===== src/rtl/core/i2cm_pkg.sv =====
package i2cm_pkg;

  // Width of the delay unit register
  localparam int UNIT_W = 16;
  localparam logic [UNIT_W-1:0] UNIT_RESET = 16'd100;

  // Command kinds
  typedef enum logic [1:0] {
    KIND_TICK    = 2'd0,
    KIND_WRITE   = 2'd1,
    KIND_READ    = 2'd2,
    KIND_READ_RS = 2'd3
  } kind_e;

  // Transaction stages; stage STOP with step zero is the idle phase
  typedef enum logic [2:0] {
    ST_STOP    = 3'd0,
    ST_START   = 3'd1,
    ST_DEV     = 3'd2,
    ST_REG     = 3'd3,
    ST_VAL     = 3'd4,
    ST_RESTART = 3'd5,
    ST_DEV_RD  = 3'd6,
    ST_RX      = 3'd7
  } stage_e;

  // One input item
  typedef struct packed {
    logic [1:0] kind;
    logic [7:0] device_address;
    logic [7:0] register_address;
    logic [7:0] write_value;
    logic       sda_in;
  } in_item_t;

  // One result item
  typedef struct packed {
    logic       scl_out;
    logic       sda_out;
    logic       sda_drive;
    logic       busy_res;
    logic       done_res;
    logic [7:0] read_value;
    logic       no_ack_error;
  } out_item_t;

  // Sequencer state, without the hold counter
  typedef struct packed {
    stage_e     stage;
    logic [2:0] step;
    logic [3:0] bit_cnt;
    logic [7:0] shift;
    logic [7:0] dev;
    logic [7:0] reg_addr;
    logic [7:0] value;
    kind_e      kind;
    logic       err;
    logic [7:0] rx_byte;
    logic       scl;
    logic       sda;
    logic       drv;
  } seq_state_t;

endpackage


===== src/rtl/core/i2cm_in_if.sv =====
interface i2cm_in_if;
  logic               valid;
  logic               ready;
  i2cm_pkg::in_item_t data;

  modport source (output valid, output data, input ready);
  modport sink (input valid, input data, output ready);
endinterface


===== src/rtl/core/i2cm_out_if.sv =====
interface i2cm_out_if;
  logic                valid;
  logic                ready;
  i2cm_pkg::out_item_t data;

  modport source (output valid, output data, input ready);
  modport sink (input valid, input data, output ready);
endinterface


===== src/rtl/core/i2c_master_register_access_core.sv =====
// Bit-level I2C master for single-register write and read transactions.
// The result for a tick item is registered and presented in the cycle after its transfer.
// Throughput: 1 item per cycle while the result side accepts; the sequencer state
// and the output register update together on each input transfer.
// Reset (async, active low): idle phase, SCL and SDA high and driven,
// unit_ticks 100, no result pending.
module i2c_master_register_access_core #(
  parameter int DIVIDER_WIDTH = 16
) (
  input  logic                        clk_i,
  input  logic                        rst_ni,
  input  logic                        cfg_we_i,
  input  logic [i2cm_pkg::UNIT_W-1:0] cfg_wdata_i,
  i2cm_in_if.sink                     in_i,
  i2cm_out_if.source                  out_o
);

  logic [i2cm_pkg::UNIT_W-1:0] unit_q;
  i2cm_pkg::seq_state_t        state_q;
  i2cm_pkg::seq_state_t        state_d;
  logic [DIVIDER_WIDTH-1:0]    hold_q;
  logic [DIVIDER_WIDTH-1:0]    hold_d;
  logic                        done_d;
  logic                        in_fire;
  logic                        out_valid_q;
  i2cm_pkg::out_item_t         out_data_q;
  i2cm_pkg::out_item_t         out_data_d;

  // Accept a new tick whenever the result slot is free or draining
  assign in_i.ready = !out_valid_q || out_o.ready;
  assign in_fire    = in_i.valid && in_i.ready;

  // Delay unit register
  always_ff @(posedge clk_i or negedge rst_ni) begin
    if (!rst_ni) begin
      unit_q <= i2cm_pkg::UNIT_RESET;
    end else if (cfg_we_i) begin
      unit_q <= cfg_wdata_i;
    end
  end

  i2cm_step #(
    .DIVIDER_WIDTH (DIVIDER_WIDTH)
  ) u_step (
    .state_i      (state_q),
    .hold_i       (hold_q),
    .item_i       (in_i.data),
    .unit_ticks_i (unit_q),
    .state_o      (state_d),
    .hold_o       (hold_d),
    .done_o       (done_d)
  );

  // Sequencer state
  always_ff @(posedge clk_i or negedge rst_ni) begin
    if (!rst_ni) begin
      state_q.stage    <= i2cm_pkg::ST_STOP;
      state_q.step     <= '0;
      state_q.bit_cnt  <= '0;
      state_q.shift    <= '0;
      state_q.dev      <= '0;
      state_q.reg_addr <= '0;
      state_q.value    <= '0;
      state_q.kind     <= i2cm_pkg::KIND_TICK;
      state_q.err      <= 1'b0;
      state_q.rx_byte  <= '0;
      state_q.scl      <= 1'b1;
      state_q.sda      <= 1'b1;
      state_q.drv      <= 1'b1;
      hold_q           <= '0;
    end else if (in_fire) begin
      state_q <= state_d;
      hold_q  <= hold_d;
    end
  end

  // Result item built from the new state
  always_comb begin
    out_data_d.scl_out      = state_d.scl;
    out_data_d.sda_out      = state_d.sda;
    out_data_d.sda_drive    = state_d.drv;
    out_data_d.busy_res     = !((state_d.stage == i2cm_pkg::ST_STOP) &&
                                (state_d.step == 3'd0));
    out_data_d.done_res     = done_d;
    out_data_d.read_value   = state_d.rx_byte;
    out_data_d.no_ack_error = state_d.err;
  end

  // Output register
  always_ff @(posedge clk_i or negedge rst_ni) begin
    if (!rst_ni) begin
      out_valid_q <= 1'b0;
    end else if (in_fire) begin
      out_valid_q <= 1'b1;
    end else if (out_o.ready) begin
      out_valid_q <= 1'b0;
    end
  end

  always_ff @(posedge clk_i) begin
    if (in_fire) begin
      out_data_q <= out_data_d;
    end
  end

  assign out_o.valid = out_valid_q;
  assign out_o.data  = out_data_q;

endmodule


===== src/rtl/core/i2cm_step.sv =====
// Next-state logic of the bus sequencer for one tick
module i2cm_step #(
  parameter int DIVIDER_WIDTH = 16
) (
  input  i2cm_pkg::seq_state_t       state_i,
  input  logic [DIVIDER_WIDTH-1:0]   hold_i,
  input  i2cm_pkg::in_item_t         item_i,
  input  logic [i2cm_pkg::UNIT_W-1:0] unit_ticks_i,
  output i2cm_pkg::seq_state_t       state_o,
  output logic [DIVIDER_WIDTH-1:0]   hold_o,
  output logic                       done_o
);

  localparam int CntW = (DIVIDER_WIDTH > i2cm_pkg::UNIT_W) ? DIVIDER_WIDTH
                                                           : i2cm_pkg::UNIT_W;

  logic [CntW-1:0]          unit_ext;
  logic [CntW-1:0]          max_ext;
  logic [CntW-1:0]          unit_nz;
  logic [DIVIDER_WIDTH-1:0] load_val;

  logic                     idle;
  logic                     ent;
  i2cm_pkg::stage_e         ent_stage;
  logic [2:0]               ent_step;
  logic                     go_next;
  i2cm_pkg::seq_state_t     s;
  logic [DIVIDER_WIDTH-1:0] hd;

  // Delay unit length: zero acts as one, saturate at counter max
  assign unit_ext = CntW'(unit_ticks_i);
  assign max_ext  = CntW'({DIVIDER_WIDTH{1'b1}});
  assign unit_nz  = (unit_ext == '0) ? CntW'(1) : unit_ext;
  assign load_val = (unit_nz > max_ext) ? DIVIDER_WIDTH'(max_ext)
                                        : DIVIDER_WIDTH'(unit_nz);

  assign idle = (state_i.stage == i2cm_pkg::ST_STOP) && (state_i.step == 3'd0);

  always_comb begin
    s         = state_i;
    hd        = hold_i;
    done_o    = 1'b0;
    ent       = 1'b0;
    ent_stage = i2cm_pkg::ST_STOP;
    ent_step  = 3'd0;
    go_next   = 1'b0;

    // Decide the next phase
    if (idle) begin
      if (item_i.kind != i2cm_pkg::KIND_TICK) begin
        s.kind     = i2cm_pkg::kind_e'(item_i.kind);
        s.dev      = item_i.device_address;
        s.reg_addr = item_i.register_address;
        s.value    = item_i.write_value;
        s.err      = 1'b0;
        s.bit_cnt  = '0;
        ent        = 1'b1;
        ent_stage  = i2cm_pkg::ST_START;
      end
    end else begin
      hd = (hold_i != '0) ? hold_i - DIVIDER_WIDTH'(1) : '0;
      if (hd == '0) begin
        unique case (state_i.stage)
          i2cm_pkg::ST_STOP: begin
            if (state_i.step >= 3'd1 && state_i.step < 3'd4) begin
              ent       = 1'b1;
              ent_stage = i2cm_pkg::ST_STOP;
              ent_step  = state_i.step + 3'd1;
            end else begin
              s.stage = i2cm_pkg::ST_STOP;
              s.step  = 3'd0;
              hd      = '0;
              done_o  = 1'b1;
            end
          end
          i2cm_pkg::ST_START, i2cm_pkg::ST_RESTART: begin
            if (state_i.step < 3'd3) begin
              ent       = 1'b1;
              ent_stage = state_i.stage;
              ent_step  = state_i.step + 3'd1;
            end else begin
              go_next = 1'b1;
            end
          end
          i2cm_pkg::ST_RX: begin
            ent = 1'b1;
            priority if (state_i.step == 3'd2) begin
              ent_stage = i2cm_pkg::ST_RX;
              ent_step  = (state_i.bit_cnt < 4'd8) ? 3'd1 : 3'd3;
            end else if (state_i.step == 3'd3) begin
              ent_stage = i2cm_pkg::ST_RX;
              if (state_i.bit_cnt == 4'd8) begin
                s.bit_cnt = 4'd9;
                ent_step  = 3'd3;
              end else begin
                ent_step = 3'd4;
              end
            end else if (state_i.step < 3'd7) begin
              ent_stage = i2cm_pkg::ST_RX;
              ent_step  = state_i.step + 3'd1;
            end else begin
              ent_stage = i2cm_pkg::ST_STOP;
              ent_step  = 3'd1;
            end
          end
          default: begin
            // Byte send stages
            ent_stage = state_i.stage;
            priority if (state_i.step == 3'd0) begin
              ent      = 1'b1;
              ent_step = 3'd1;
            end else if (state_i.step == 3'd1) begin
              ent = 1'b1;
              if (state_i.bit_cnt < 4'd7) begin
                s.bit_cnt = state_i.bit_cnt + 4'd1;
                s.shift   = {state_i.shift[6:0], 1'b0};
                ent_step  = 3'd0;
              end else begin
                s.bit_cnt = '0;
                ent_step  = 3'd2;
              end
            end else if (state_i.step == 3'd2 || state_i.step == 3'd3) begin
              ent = 1'b1;
              if (state_i.bit_cnt == '0) begin
                s.bit_cnt = 4'd1;
                ent_step  = state_i.step;
              end else begin
                s.bit_cnt = '0;
                ent_step  = state_i.step + 3'd1;
              end
            end else begin
              go_next = 1'b1;
            end
          end
        endcase
      end
    end

    // Move on to the following stage of the transaction
    if (go_next) begin
      ent      = 1'b1;
      ent_step = 3'd0;
      unique case (state_i.stage)
        i2cm_pkg::ST_START: begin
          s.bit_cnt = '0;
          s.shift   = state_i.dev;
          ent_stage = i2cm_pkg::ST_DEV;
        end
        i2cm_pkg::ST_DEV: begin
          s.bit_cnt = '0;
          s.shift   = state_i.reg_addr;
          ent_stage = i2cm_pkg::ST_REG;
        end
        i2cm_pkg::ST_REG: begin
          unique case (state_i.kind)
            i2cm_pkg::KIND_WRITE: begin
              s.bit_cnt = '0;
              s.shift   = state_i.value;
              ent_stage = i2cm_pkg::ST_VAL;
            end
            i2cm_pkg::KIND_READ: begin
              s.bit_cnt = '0;
              s.shift   = '0;
              ent_stage = i2cm_pkg::ST_RX;
            end
            i2cm_pkg::KIND_READ_RS: begin
              ent_stage = i2cm_pkg::ST_RESTART;
            end
            default: begin
              ent_stage = i2cm_pkg::ST_STOP;
              ent_step  = 3'd1;
            end
          endcase
        end
        i2cm_pkg::ST_RESTART: begin
          s.bit_cnt = '0;
          s.shift   = state_i.dev + 8'd1;
          ent_stage = i2cm_pkg::ST_DEV_RD;
        end
        i2cm_pkg::ST_DEV_RD: begin
          s.bit_cnt = '0;
          s.shift   = '0;
          ent_stage = i2cm_pkg::ST_RX;
        end
        default: begin
          ent_stage = i2cm_pkg::ST_STOP;
          ent_step  = 3'd1;
        end
      endcase
    end

    // Enter the new phase: line changes and a fresh delay unit
    if (ent) begin
      s.stage = ent_stage;
      s.step  = ent_step;
      hd      = load_val;
      unique case (ent_stage)
        i2cm_pkg::ST_STOP: begin
          unique case (ent_step)
            3'd1: begin
              s.drv = 1'b1;
              s.scl = 1'b0;
            end
            3'd2:    s.sda = 1'b0;
            3'd3:    s.scl = 1'b1;
            3'd4:    s.sda = 1'b1;
            default: ;
          endcase
        end
        i2cm_pkg::ST_START, i2cm_pkg::ST_RESTART: begin
          unique case (ent_step)
            3'd0: begin
              s.sda = 1'b1;
              s.drv = 1'b1;
            end
            3'd1:    s.scl = 1'b1;
            3'd2:    s.sda = 1'b0;
            default: s.scl = 1'b0;
          endcase
        end
        i2cm_pkg::ST_RX: begin
          unique case (ent_step)
            3'd0: begin
              s.scl = 1'b0;
              s.drv = 1'b0;
            end
            3'd1: s.scl = 1'b1;
            3'd2: begin
              // sample a data bit while SCL is still high
              s.shift   = {s.shift[6:0], item_i.sda_in};
              s.bit_cnt = s.bit_cnt + 4'd1;
              s.scl     = 1'b0;
            end
            3'd3: ;
            3'd4: begin
              s.drv = 1'b1;
              s.scl = 1'b0;
            end
            3'd5: s.sda = 1'b1;
            3'd6: s.scl = 1'b1;
            default: begin
              s.scl     = 1'b0;
              s.rx_byte = s.shift;
            end
          endcase
        end
        default: begin
          unique case (ent_step)
            3'd0: begin
              s.scl = 1'b0;
              s.drv = 1'b1;
              s.sda = s.shift[7];
            end
            3'd1: s.scl = 1'b1;
            3'd2: begin
              s.scl = 1'b0;
              s.drv = 1'b0;
            end
            3'd3: s.scl = 1'b1;
            default: begin
              // acknowledge sample: high means no acknowledge
              if (item_i.sda_in) s.err = 1'b1;
              s.scl = 1'b0;
            end
          endcase
        end
      endcase
    end

    state_o = s;
    hold_o  = hd;
  end

endmodule


===== src/flat_wrapper.sv =====
// flat-port wrapper written by rule: the top's interface ports become plain ports
module i2c_master_register_access_core_flat 
#(
  parameter int DIVIDER_WIDTH = 16
)
  (clk_i, rst_ni, cfg_we_i, cfg_wdata_i, in_i_valid, in_i_data, in_i_ready, out_o_valid, out_o_data, out_o_ready);
  i2cm_in_if in_i_i ();
  i2cm_out_if out_o_i ();
  input  logic clk_i;
  input  logic rst_ni;
  input  logic cfg_we_i;
  input  logic [i2cm_pkg::UNIT_W-1:0] cfg_wdata_i;
  input wire logic [$bits(in_i_i.valid)-1:0] in_i_valid;
  input wire logic [$bits(in_i_i.data)-1:0] in_i_data;
  output wire logic [$bits(in_i_i.ready)-1:0] in_i_ready;
  output wire logic [$bits(out_o_i.valid)-1:0] out_o_valid;
  output wire logic [$bits(out_o_i.data)-1:0] out_o_data;
  input wire logic [$bits(out_o_i.ready)-1:0] out_o_ready;
  assign in_i_i.valid = in_i_valid;
  assign in_i_i.data = in_i_data;
  assign in_i_ready = in_i_i.ready;
  assign out_o_valid = out_o_i.valid;
  assign out_o_data = out_o_i.data;
  assign out_o_i.ready = out_o_ready;
  i2c_master_register_access_core #(.DIVIDER_WIDTH(DIVIDER_WIDTH)) u_core (.clk_i(clk_i), .rst_ni(rst_ni), .cfg_we_i(cfg_we_i), .cfg_wdata_i(cfg_wdata_i), .in_i(in_i_i), .out_o(out_o_i));
endmodule

===== config.mk =====
export PLATFORM = sky130hd
export DESIGN_NAME = i2c_master_register_access_core_flat
export DESIGN_NICKNAME = d
export VERILOG_FILES = /design/src/rtl/core/i2cm_pkg.sv /design/src/rtl/core/i2cm_in_if.sv /design/src/rtl/core/i2cm_out_if.sv /design/src/rtl/core/i2c_master_register_access_core.sv /design/src/rtl/core/i2cm_step.sv /design/src/flat_wrapper.sv
export SDC_FILE = /design/constraint.sdc
export NUM_CORES = 1
export LEC_CHECK = 0
export BUFFER_PORTS_ARGS = -buffer_cell sky130_fd_sc_hd__buf_2
export CAP_MARGIN = 20
export CORE_MARGIN = 2
export CORE_UTILIZATION = 60
export CTS_BUF_LIST = sky130_fd_sc_hd__clkbuf_16
export CTS_CLUSTER_DIAMETER = 30
export CTS_CLUSTER_SIZE = 24
export DETAILED_ROUTE_END_ITERATION = 12
export PLACE_DENSITY = 0.89
export SYNTH_ARGS = -nofsm -noshare
export SYNTH_HDL_FRONTEND = slang
export SYNTH_SLANG_ARGS = --single-unit

===== constraint.sdc =====
create_clock -name clk_i -period 3.7 [get_ports clk_i]
set_input_delay 0.74 -clock clk_i [delete_from_list [all_inputs] [get_ports clk_i]]
set_output_delay 0.74 -clock clk_i [all_outputs]
set_load 0.02 [all_outputs]

Yosys cells after proc, flatten, opt, wreduce, memory -nomap -nowiden
Index checks and enable logic that the tools add are counted.
{"block": "word_totals", "mem_count": 0, "ramBits": 0, "elab_cells": 200, "input_bits": 48, "latchBits": 0, "regBits": 103, "mem_bits_ro": 0, "out_inout_bits": 16}
{"block": "classes", "n_lt_le_gt_ge": 7, "n_shift": 0, "mux": 103, "mul": 0, "n_div": 0, "add_sub_neg": 5, "bitwise_logic": 2, "n_reduce_logical": 37, "eq_ne": 23}
{"operator": "16-bit 2-to-1 mux", "count": 8}
{"operator": "12-bit 2-to-1 mux", "count": 5}
{"operator": "3-bit 2-to-1 mux", "count": 20}
{"operator": "12-bit one-hot mux with 5 select lines", "count": 1}
{"operator": "8-bit 2-to-1 mux", "count": 6}
{"operator": "18-bit 2-to-1 mux", "count": 2}
{"operator": "3-bit one-hot mux with 3 select lines", "count": 4}
{"operator": "16-bit zero test", "count": 2}
{"operator": "4-bit 2-to-1 mux", "count": 8}
{"operator": "1-bit 2-to-1 mux", "count": 31}
{"operator": "3-bit == test (second input constant)", "count": 8}
{"operator": "12-bit one-hot mux with 2 select lines", "count": 1}
{"operator": "3-bit by 2-bit == test with 1-bit output (second input constant)", "count": 6}
{"operator": "3-bit zero test", "count": 6}
{"operator": "6-bit 2-to-1 mux", "count": 3}
{"operator": "1-bit one-hot mux with 2 select lines", "count": 9}
{"operator": "16-bit greater-than comparator (second input constant)", "count": 1}
{"operator": "16-bit nonzero test", "count": 1}
{"operator": "4-bit OR reduction", "count": 4}
{"operator": "16-bit by 1-bit subtractor with 16-bit output (second input constant)", "count": 1}
{"operator": "3-bit one-hot mux with 5 select lines", "count": 1}
{"operator": "2-bit OR reduction", "count": 7}
{"operator": "3-bit by 1-bit == test with 1-bit output (second input constant)", "count": 4}
{"operator": "3-bit OR reduction", "count": 3}
{"operator": "24 further kinds", "count": 35}

Longest topological paths before layout
{"block": "logic_depth", "depth_word": 18, "mapped_depth": 17, "mapped_depth_nobuf": 13}

Cells and area by module
A second synthesis with hierarchy kept.
{"block": "hier_totals", "hier_cells": 794, "hier_area_um2": 7459.7}
{"mod": "i2c_master_register_access_core", "cells_each": 207, "seq_area_each_um2": 2655.0, "area_per_inst_um2": 4042.6, "instances": 1}
{"mod": "i2cm_step", "cells_each": 587, "seq_area_each_um2": 0.0, "area_per_inst_um2": 3417.0, "instances": 1}

Least setup slack after synthesis
Ideal clock, no wire load.
{"block": "synth_path", "path_type": "register to register", "from": "register u_core.state_q[50] in the netlist's numbering", "to": "register u_core.state_q[42] in the netlist's numbering", "n_path_buf": 2, "period_less_slack_ps": 3364, "path_stages_with_launch": 13, "t_required_ps": 3617, "setup_slack_ps": 336, "setup_time_ps": 83, "arrival_time_ps": 3282, "cell_sequence": "dfrtp_1 > inv_1 > ha_1 > or3_1 > nor3_1 > o311a_1 > buf_2 > mux2_4 > or4_1 > nor3_2 > buf_4 > mux2_2 > o21ai_0"}
{"block": "synth_between", "elab_chain_len": 13, "word_cells_on_any_way": 62, "classes_between": "add/sub: 1; order compare: 4; eq/ne: 5; mux: 48; reduce/logical: 4"}
{"element": "from (decl)", "line_no": "i2c_master_register_access_core.sv:19", "rtl": "i2cm_pkg::seq_state_t state_q;"}
{"element": "from (signal assigned)", "line_no": "i2c_master_register_access_core.sv:72", "rtl": "state_q <= state_d;"}
{"element": "3-bit by 1-bit adder with 3-bit output (tied with other cells)"}
{"element": "3-bit 2-to-1 mux or 1-bit logical OR (tied branches)", "line_no": "i2cm_step.sv:124, i2cm_step.sv:122"}
{"element": "3-bit 2-to-1 mux or 1-bit 2-to-1 mux (tied branches)", "line_no": "i2cm_step.sv:122", "rtl": "end else if (state_i.step == 3'd2 || state_i.step == 3'd3) begin"}
{"element": "3-bit 2-to-1 mux or 1-bit 2-to-1 mux (tied branches)", "line_no": "i2cm_step.sv:112", "rtl": "end else if (state_i.step == 3'd1) begin"}
{"element": "3-bit 2-to-1 mux or 1-bit 2-to-1 mux (tied branches)", "line_no": "i2cm_step.sv:109", "rtl": "priority if (state_i.step == 3'd0) begin"}
{"element": "3-bit one-hot mux with 3 select lines or 1-bit one-hot mux with 2 select lines (tied branches)", "line_no": "i2cm_step.sv:63", "rtl": "unique case (state_i.stage)"}
{"element": "3-bit 2-to-1 mux or 1-bit 2-to-1 mux (tied branches)", "line_no": "i2cm_step.sv:62", "rtl": "if (hd == '0) begin"}
{"element": "3-bit 2-to-1 mux or 1-bit 2-to-1 mux (tied branches)", "line_no": "i2cm_step.sv:49", "rtl": "if (idle) begin"}
{"element": "3-bit 2-to-1 mux", "line_no": "i2cm_step.sv:140", "rtl": "if (go_next) begin"}
{"element": "3-bit by 2-bit == test with 1-bit output", "line_no": "i2cm_step.sv:222", "rtl": "unique case (ent_step)"}
{"element": "12-bit 2-to-1 mux", "line_no": "i2cm_step.sv:222"}
{"element": "12-bit 2-to-1 mux", "line_no": "i2cm_step.sv:197", "rtl": "unique case (ent_stage)"}
{"element": "18-bit 2-to-1 mux (*)", "line_no": "i2cm_step.sv:193", "rtl": "if (ent) begin"}
Every way passes the cells marked *; elsewhere a longest branch is shown, timed or not.
A chain may end at the register's enable or synchronous reset.

Worst setup path after layout
{"block": "layout_path", "from": "register u_core.hold_q[1]", "to": "register u_core.hold_q[0]"}
{"block": "layout_between", "elab_chain_len": 8, "word_cells_on_any_way": 16, "classes_between": "add/sub: 1; eq/ne: 1; mux: 11; reduce/logical: 3"}
{"element": "from (decl)", "line_no": "i2c_master_register_access_core.sv:21", "rtl": "logic [DIVIDER_WIDTH-1:0] hold_q;"}
{"element": "from (signal assigned)", "line_no": "i2c_master_register_access_core.sv:73", "rtl": "hold_q <= hold_d;"}
{"element": "16-bit by 1-bit subtractor with 16-bit output or 16-bit nonzero test (tied branches)", "line_no": "i2cm_step.sv:61", "rtl": "hd = (hold_i != '0) ? hold_i - DIVIDER_WIDTH'(1) : '0;"}
{"element": "16-bit 2-to-1 mux (*)", "line_no": "i2cm_step.sv:61"}
{"element": "16-bit zero test", "line_no": "i2cm_step.sv:62"}
{"element": "1-bit 2-to-1 mux", "line_no": "i2cm_step.sv:62"}
{"element": "1-bit 2-to-1 mux", "line_no": "i2cm_step.sv:49"}
{"element": "1-bit 2-to-1 mux", "line_no": "i2cm_step.sv:140"}
{"element": "2-bit by 1-bit != test with 1-bit output (no line)"}
{"element": "2-bit AND reduction (no line)"}
Every way passes the cells marked *; elsewhere a longest branch is shown, timed or not. The select of a mux whose other input is x is not followed.

==> flow_summary.ini <==
[run_status]
status = finished clean

[placed_design]
dp_hpwl_um = 16400
portBuffers = 63
gp_congestion = 0.994

[sta]
slew_viol_final = 0
tns_ps = 0
max_clock_freq_mhz = 278
tightest_slew_ps = 759
final-setup-viol-count = 0
skew_ps = 11.4
hold_viol_final = 0
rsz0062_at_grt = true
timing.final.crit_share = 0.971
period_minus_slack_ps = 3590
slew_headroom = 0.487

[detailed_routing]
avgViaCountPerCell = 6.69
wl_per_cell_um = 21.9
drc = 0
detail_route.wirelength_um = 21600
postRouteAntennaNets = 0
drt-pass1-iter-count = 9
vias = 6605
drt_iter0_markers = 741

[pwr]
fin_total_pwr_uw = 6200
p_int_uw = 3310
comb_power_share = 0.538
swShare = 0.466
ir_drop_mv = 0.653
p_clk_frac = 0.150
pwr-share-seq = 0.312
leakage_uw = 0.00329
power_per_cell_area_mw_per_mm2 = 779
power.switching_uw = 2890

[critical_path]
worstPathCellList = inv_1 > ha_1 > nor4bb_1 > o2111ai_1 > or3b_1 > buf_4 > o21a_1 > or3_1 > and3_2 > buf_4 > a221oi_1 > a21oi_1
cpMostUsedCell = buf_4
critPathTopFamily = simple AND/OR/NAND/NOR gates
crit_path_end_kind = flip-flop
crit_type = reg2reg
cp-start-kind = flip-flop
crit_slowest_cell = or3b_1
critical_path.max_stage_delay_ps = 440
crit_arrival_ps = 3820
cp_max_fo = 9
crit_buf_inv = 3
required_ps = 3930

[floorplanning]
design.core.area_mm2 = 0.0113
die_x_um = 111
rows = 39
die-area_mm2 = 0.0123
pin_count = 64
fp.dieH_um = 111
start_util = 0.608

[clock_network]
clk_latency_ps = 370
cts_root_buf = clkbuf_16
cts_tree = done
cts_buffer_depth = 2
path_clk_slew_ps = 70
htree_levels = 3
cts_buffers = 9
hold_buffers = 0
cts_sinks = 103

[global_route]
grt_overflow_total = 0
antenna_found_initial = 0
grt_pass1_wl_um = 34400
grt_max_degree = 46
grt.total_usage = 0.354
grt_pass1_vias = 6451

[logic_synthesis]
synthAdderAreaFrac = 0.0396
synth_edf_count = 14
synth_compound_area_frac = 0.219
synth_top_family_by_area = compound AO/OA/AOI/OAI gates
ys_ff_latch = 103
synth_simple_gate_area_share = 0.196
ys_async_sr_fraction = 0.864
synth_xor_area_frac = 0.00636
syn_inst = 745
syn_area_per_cell_um2 = 9.24
synth_area_mm2 = 0.00688
synth_cell_types = 87
syn_nets = 814
ys_seq_area_frac = 0.386
synthMuxAreaShare = 0.116
synth-main-ff-cell = dfrtp_1
yosysWarningCount = 0

[final_layout]
seq_area_mm2 = 0.00266
drive_gt1_frac = 0.262
diodes = 0
final_core_util = 0.703
area_growth_pct = 15.6
final_common_cell = dfrtp_1
layout_common_cells = dfrtp_1, nand2_1, buf_2
fill_cells = 859
nets = 908
multi_input_area_mm2 = 0.00400

[job]
maxCapViolCount = 0

[hold_path]
min_path_type = in2async
## registers in the layout (all words and copies together) (netlist names)
| signal | flops |
|---|---|
| u_core.hold_q | 16 |
| u_core.out_o.data | 14 |
| u_core.out_o.valid | 1 |
| u_core.state_q | 56 |
| u_core.unit_q | 16 |
## power groups by stage
stage          Clock, uW  Combinational, uW  Sequential (uW)
6_report             932               3330             1930
5_1_grt              969               3590             1970
4_1_cts              936               3200             1910
3_5_place_dp           0               3180             1920
3_3_place_gp           0               3100             1890
2_1_floorplan          0               2160             1820
## what timing repair did
item	in CTS	in global routing
gates resized for setup	0	8
buffers inserted	0	1
setup endpoints to repair	0	30
## cell usage after synthesis (12+ instances only)
cell	n	area, um2
a21oi_1	35	175
a22oi_1	12	90.1
clkbuf_1	22	82.6
dfrtp_1	83	2080
edfxtp_1	14	420
ha_1	21	263
inv_1	23	86.3
mux2_2	53	597
mux2i_1	15	150
nand2_1	81	304
nand3_1	19	95.1
nor2_1	51	191
nor3_1	24	120
nor4_1	12	75.1
o21ai_0	56	280
o21ai_1	19	95.1
## area by class of cell
type / count / share of cell area
clock buffer: 9 / 0.0283
clock inverter: 7 / 0.00708
inverter: 24 / 0.0113
multi-input combinational: 582 / 0.503
sequential: 103 / 0.334
tap: 143 / 0.0225
timing repair buffer: 119 / 0.0944
## final timing paths
kind | start | to | slack (ps) | depth (start not counted)
max in group asynchronous | rst_ni | u_core.unit_q[5] | 2490 | 2
worst max register to register | u_core.hold_q[1] | u_core.hold_q[0] | 110 | 12
min in group clk_i | u_core.state_q[11] | u_core.state_q[11] | 510 | 1
worst min-delay path | rst_ni | u_core.state_q[35] | 370 | 1
worst min register to register | u_core.state_q[11] | u_core.state_q[11] | 510 | 1
worst max-delay path | u_core.hold_q[1] | u_core.hold_q[0] | 110 | 12
## layer usage
metal,routed length [um],vias up,track usage,share of wire
li1,-,2987,-,-
met1,8420,3199,0.458,0.39
met2,10300,338,0.567,0.48
met3,1800,81,0.0689,0.083
met4,1090,0,0.184,0.051
met5,0,-,0,0
## kinds of logic after synthesis
| logic type | Yosys count |
|---|---|
| xor gates and xnor gates | 5 |
| adders and majority gates | 22 |
| muxes | 72 |
| DFF | 103 |
| buffers and inverters | 60 |
| and+or+nand+nor | 260 |
| AOI/OAI and AO/OA | 223 |
## worst reg2reg max path, cell delays in order, from the launching register on
cell and delay (ps):
dfrtp_1 390, inv_1 110, ha_1 330, nor4bb_1 310
o2111ai_1 140, or3b_1 440, buf_4 180, o21a_1 250
or3_1 400, and3_2 310, buf_4 190, a221oi_1 350
a21oi_1 70
## metrics by stage
| step | std cells | hold WS, ps | worst slack [ps] | cell area, um2 |
|---|---|---|---|---|
| after floorplan | 745 | 444 | 336 | 6880 |
| after global placement | 970 | 469 | 258 | 7630 |
| after detailed placement | 970 | 482 | 128 | 7630 |
| after CTS | 986 | 386 | 93.0 | 7910 |
| after global routing | 987 | 425 | -14.9 | 7960 |
| final | 987 | 371 | 107 | 7960 |
Note: power is estimated with default switching activity, not from simulation.
